## src/rtl/cwsk_pkg.sv

```systemverilog
// shared types and constants for the wheel speed kinematics core
// holds the cordic datapath word and the arctangent table
// no dependencies
package cwsk_pkg;

    // cordic datapath width, q30 values with headroom
    localparam int CW = 34;
    localparam int MAX_TRIG = 24;

    // cordic gain 0.607252935 in q30
    localparam logic signed [CW-1:0] CORDIC_K = 34'sd652032874;

    // minus 57.2958 in q16, negation folded into the constant
    localparam logic signed [23:0] NEG_DEG_PER_RAD = -24'sd3754938;

    typedef struct packed {
        logic signed [CW-1:0] x;
        logic signed [CW-1:0] y;
        logic signed [CW-1:0] z;
        logic                 flip;
    } cordic_t;

    // atan(2^-i) in 2^32 per turn units
    function automatic logic [31:0] atan_turn(input int unsigned i);
        logic [31:0] r;
        case (i)
            0:       r = 32'h20000000;
            1:       r = 32'h12E4051E;
            2:       r = 32'h09FB385B;
            3:       r = 32'h051111D4;
            4:       r = 32'h028B0D43;
            5:       r = 32'h0145D7E1;
            6:       r = 32'h00A2F61E;
            7:       r = 32'h00517C55;
            8:       r = 32'h0028BE53;
            9:       r = 32'h00145F2F;
            10:      r = 32'h000A2F98;
            11:      r = 32'h000517CC;
            12:      r = 32'h00028BE6;
            13:      r = 32'h000145F3;
            14:      r = 32'h0000A2FA;
            15:      r = 32'h0000517D;
            16:      r = 32'h000028BE;
            17:      r = 32'h0000145F;
            18:      r = 32'h00000A30;
            19:      r = 32'h00000518;
            20:      r = 32'h0000028C;
            21:      r = 32'h00000146;
            22:      r = 32'h000000A3;
            23:      r = 32'h00000051;
            default: r = 32'h00000000;
        endcase
        return r;
    endfunction

endpackage

```

## src/rtl/cwsk_cordic_stage.sv

```systemverilog
// one registered rotation step of the cordic sine/cosine pipeline
// depends on cwsk_pkg for the datapath word and the arctangent table
module cwsk_cordic_stage #(
    parameter int STAGE = 0
) (
    input  logic              clk,
    input  logic              en,
    input  cwsk_pkg::cordic_t d,
    output cwsk_pkg::cordic_t q
);
    import cwsk_pkg::*;

    localparam logic signed [CW-1:0] ATAN = $signed({{(CW-32){1'b0}}, atan_turn(STAGE)});

    cordic_t q_reg;
    cordic_t q_next;
    logic signed [CW-1:0] dx;
    logic signed [CW-1:0] dy;

    assign dx = d.y >>> STAGE;
    assign dy = d.x >>> STAGE;

    // residual angle zero counts as positive
    always_comb
    begin
        q_next.flip = d.flip;
        if (!d.z[CW-1])
        begin
            q_next.x = d.x - dx;
            q_next.y = d.y + dy;
            q_next.z = d.z - ATAN;
        end
        else
        begin
            q_next.x = d.x + dx;
            q_next.y = d.y - dy;
            q_next.z = d.z + ATAN;
        end
    end

    always_ff @(posedge clk)
    begin
        if (en)
        begin
            q_reg <= q_next;
        end
    end

    assign q = q_reg;

endmodule

```

## config.mk

```make
export PLATFORM = sky130hd
export DESIGN_NAME = cwsk_cordic_stage
export DESIGN_NICKNAME = d
export VERILOG_FILES = /design/src/rtl/cwsk_pkg.sv /design/src/rtl/cwsk_cordic_stage.sv
export SDC_FILE = /design/constraint.sdc
export NUM_CORES = 1
export LEC_CHECK = 0
export BUFFER_PORTS_ARGS = -buffer_cell sky130_fd_sc_hd__clkbuf_2
export CAP_MARGIN = 0
export CORE_MARGIN = 2
export CORE_UTILIZATION = 56
export CTS_CLUSTER_DIAMETER = 150
export DETAILED_ROUTE_END_ITERATION = 10
export PLACE_DENSITY = 0.8
export SLEW_MARGIN = 0
export SYNTH_ARGS = -nofsm -noshare
export SYNTH_HDL_FRONTEND = slang
export SYNTH_SLANG_ARGS = --single-unit
```

## constraint.sdc

```tcl
create_clock -name clk -period 3.7 [get_ports clk]
set_input_delay 0.555 -clock clk [delete_from_list [all_inputs] [get_ports clk]]
set_output_delay 0.555 -clock clk [all_outputs]
set_load 0.01 [all_outputs]
```

# Yosys cells after proc, flatten, opt, wreduce, memory -nomap -nowiden
# Cells that the tools add are included.
# totals
register_bits	103
latchBits	0
output_inout_bits	103
ramBits	0
romBits	0
in_bits	105
elab_cells	10
mem_count	0
# op_classes
n_eq_ne	0
mul	0
n_reduce_logical	0
addsub	5
div_mod_pow	0
n_lt_le_gt_ge	0
n_bitwise	0
n_shift	0
muxes	1
# ops
cell	n
102-bit 2-to-1 mux	1
34-bit subtractor	2
34-bit by 31-bit adder with 34-bit output (second input constant)	1
34-bit adder	1
34-bit by 31-bit subtractor with 34-bit output (second input constant)	1

# Depth between registers and ports, before layout
# logic_depth
ltp_word	2
depth_mapped	13
mapped_depth_nobuf	13

# Least setup slack after synthesis
# OpenSTA, ideal clock, no wires.
# synth_path
path_kind	input to register
start	input port d[35] in the netlist's numbering
end	register q_reg, in the netlist q[65] (data pin)
slack_ns	0.548
path_buffers	0
arrival_ns	2.885
required_time_ns	3.433
path_stages	12
setup_time_ns	0.267
cell_sequence	ha_1 > fa_1 > nor2b_1 > or3_1 > a21oi_1 > o21bai_2 > a31oi_1 > o31ai_2 > a31oi_1 > o41a_1 > o32ai_1 > xnor2_1
# synth_lines
element	line_no	rtl
start, declared	cwsk_cordic_stage.sv:8	input cwsk_pkg::cordic_t d,
end signal, assigned	cwsk_cordic_stage.sv:45	q_reg <= q_next;
end, declared	cwsk_cordic_stage.sv:15	cordic_t q_reg;

==> run summary <==
TritonCTS buffer count: 9
Clock transition at path regs: 0.09 ns
Clk buf depth: 2
CP arrival: 3.64 ns
Starting Density: 0.572
Seq/Total Area, Yosys: 0.338
Number of cell rows: 46
Initial antenna violation count: 0
Maximum capacitance violations: 0
Fmax: 0.285 GHz
H-tree levels: 3
Most Frequent Cell on Critical Path: buf_4
Endpoints failing hold: 0
Simple-Gate Fraction of Synth Area: 0.124
PD cells: 370 mW/mm^2
Non-Filler Instances: 1478
Synthesis warning total: 0
IO Count: 208
Most common cell after layout, fill and taps aside: clkbuf_2
EDFF count, synth: 102
Compound-gate portion of the synthesized area: 0.236
Post-synthesis cell count: 998
Mean post-synth cell area: 9.08 um^2
#FFs+latches synth: 102
Total number of vias: 8676
GR Util All Layers: 0.310
CP Class: input pin to flip-flop
Dpl cell area: 0.0108 mm^2
IO Port Bufs: 207
Post-Synth Adder-Cell Area: 0.150
Final instance area: 0.0111 mm^2
Crit-path max cell delay: 0.66 ns
Unrepaired setup endpoints after global routing: false
Element type at the critical path end: flip-flop
Post-route ant nets: 0
Fill cells: 1252
First-pass GRT wire length: 42900 um
Status: finished, final reports clean
Mapped Nets: 1209
Hold slack: 0.369 ns
Post-CTS Setup Inserts: 0
Tcrit/Tclk final: 0.948
Final Max Slew Viols: 0
Cell family with the largest share of critical-path delay: compound AO/OA/AOI/OAI gates
Vias in the first global route: 8228
TritonCTS clock tree: done
WP data required: 3.83 ns
Area leader, netlist: edfxtp_1
Crit path buffers/inverters: 4
Post-DP HPWL: 21600 um
Routed Wire Length: 27000 um
Fin crit period: 3.51 ns
Wire length per cell: 18.3 um
Post-synth ARST share: 0
CP max stage cell: o311ai_0
Commonest cells after routing, fill and taps aside: clkbuf_2 (206), a21oi_1 (118), ha_1 (102), edfxtp_1 (102), nor2_1 (99)
Post-Syn Area: 0.00906 mm^2
Area Overhead vs Synth: 22.6%
Share of cells above drive strength 1: 0.267
Hold Crit Class: input pin to flip-flop
Design Power: 4.11 mW
Post-route DRC: 0
Dpl cells: 1462
Post-CTS sizing: 0
Final Util: 0.702
Max reg flops: 102
DR vias/cell: 5.87
Nets: 1468
Largest net degree at the start of global routing: 76
Slew HR: 0.416
Root buf cell: clkbuf_16
CTS sink cnt: 102
Share of Yosys cell area claimed by the top area cell type: 0.338
Core area: 0.0158 mm^2
CP Launch Type: input pin
Synth area leaders: edfxtp_1 (34%), ha_1 (14%), a21oi_1 (6.5%)
Tightest Pin Transition: 0.875 ns
Static leakage: 5.09 nW
Worst path cell trace: clkbuf_2, inv_1, ha_1, fa_1, nor2b_4, o2111ai_2, nand4_1, o211ai_1, o311ai_0, buf_4, a211oi_1, buf_4, a221o_1, a21oi_1, xnor2_1
CP max FO: 3
Hold Buf Count CTS: 0
Mux share of post-synthesis cell area: 0.0177
XOR/XNOR share of the synthesized area: 0.0667
ANT cells: 0
Final setup viols: 0
Overflow after GRT: 0
Post-synthesis cell type count: 80
First drt pass iteration count: 5
RePlAce Congestion: 0.969
Die extent in x: 131 um
Largest family of logic cells by synthesized area: compound AO/OA/AOI/OAI gates
Die ar.: 0.0172 mm^2
Main synth FF type: edfxtp_1
Worst VDD drop: 0.246 mV
DRT iter0 DRCs: 985
Die height: 131 um
cells in the mapped netlist (3+ instances only):
master,count
o311ai_0,4
clkbuf_1,20
or2_2,4
a211oi_1,6
a221o_1,3
clkinv_1,6
or3_1,4
and3_1,3
xnor2_1,65
o41ai_1,3
buf_2,6
nor2b_1,11
a21oi_1,118
a31oi_1,5
xor2_1,4
nand2b_1,8
o41a_1,3
buf_1,12
nand2_1,43
o21bai_1,22
o21ai_1,4
fa_1,4
nor3_1,23
o21ai_0,50
o211ai_1,6
mux2i_1,16
inv_1,96
a21o_1,21
buf_4,6
nand3_1,11
o21a_1,11
nor4_1,5
o31a_1,6
o32ai_1,3
a2111oi_0,4
ha_1,102
a21boi_0,3
o31ai_1,10
nor2_1,99
edfxtp_1,102
or4_1,4
nand4_1,10
final timing paths:
kind,slack [ns],end,start,cells past startpoint
worst max-delay path,0.19,q[95]$_DFFE_PP_,d[69],15
worst min-delay path,0.37,q[3]$_DFFE_PP_,d[3],1
report_power, final:
group          switching (mW)  internal [mW]
sequential             0.0525           1.49
combinational           0.929          0.660
clock                   0.496          0.481
stage by stage:
step | TNS [ns] | setup slack (ns)
after floorplan | 0 | 0.548
after CTS | 0 | 0.307
final | 0 | 0.192
after global placement | 0 | 0.0215
after global routing | 0 | 0.0668
after detailed placement | -0.118 | -0.0535
cell families after synthesis:
group | count (synthesis)
AOI/OAI and AO/OA | 319
xor gates and xnor gates | 69
adders and majority gates | 106
buffers and inverters | 150
DFF | 102
muxes | 16
and+or+nand+nor | 236
routing by layer:
layer,vias up,GRT usage,wire length (um)
met2,496,0.491,12100
met3,58,0.0509,2500
li1,4100,-,-
met1,4022,0.437,11800
met4,0,0.0948,618
met5,-,0,0
layout make-up:
type / count / area [um^2] / area share
clock buffer: 9 / 225 / 0.0203
inverter: 103 / 392 / 0.0353
timing repair buffer: 295 / 1700 / 0.153
clock inverter: 7 / 77.6 / 0.00698
tap: 216 / 270 / 0.0243
sequential: 102 / 3060 / 0.276
multi-input combinational: 746 / 5380 / 0.485
Power figures use the tool's default switching activity.
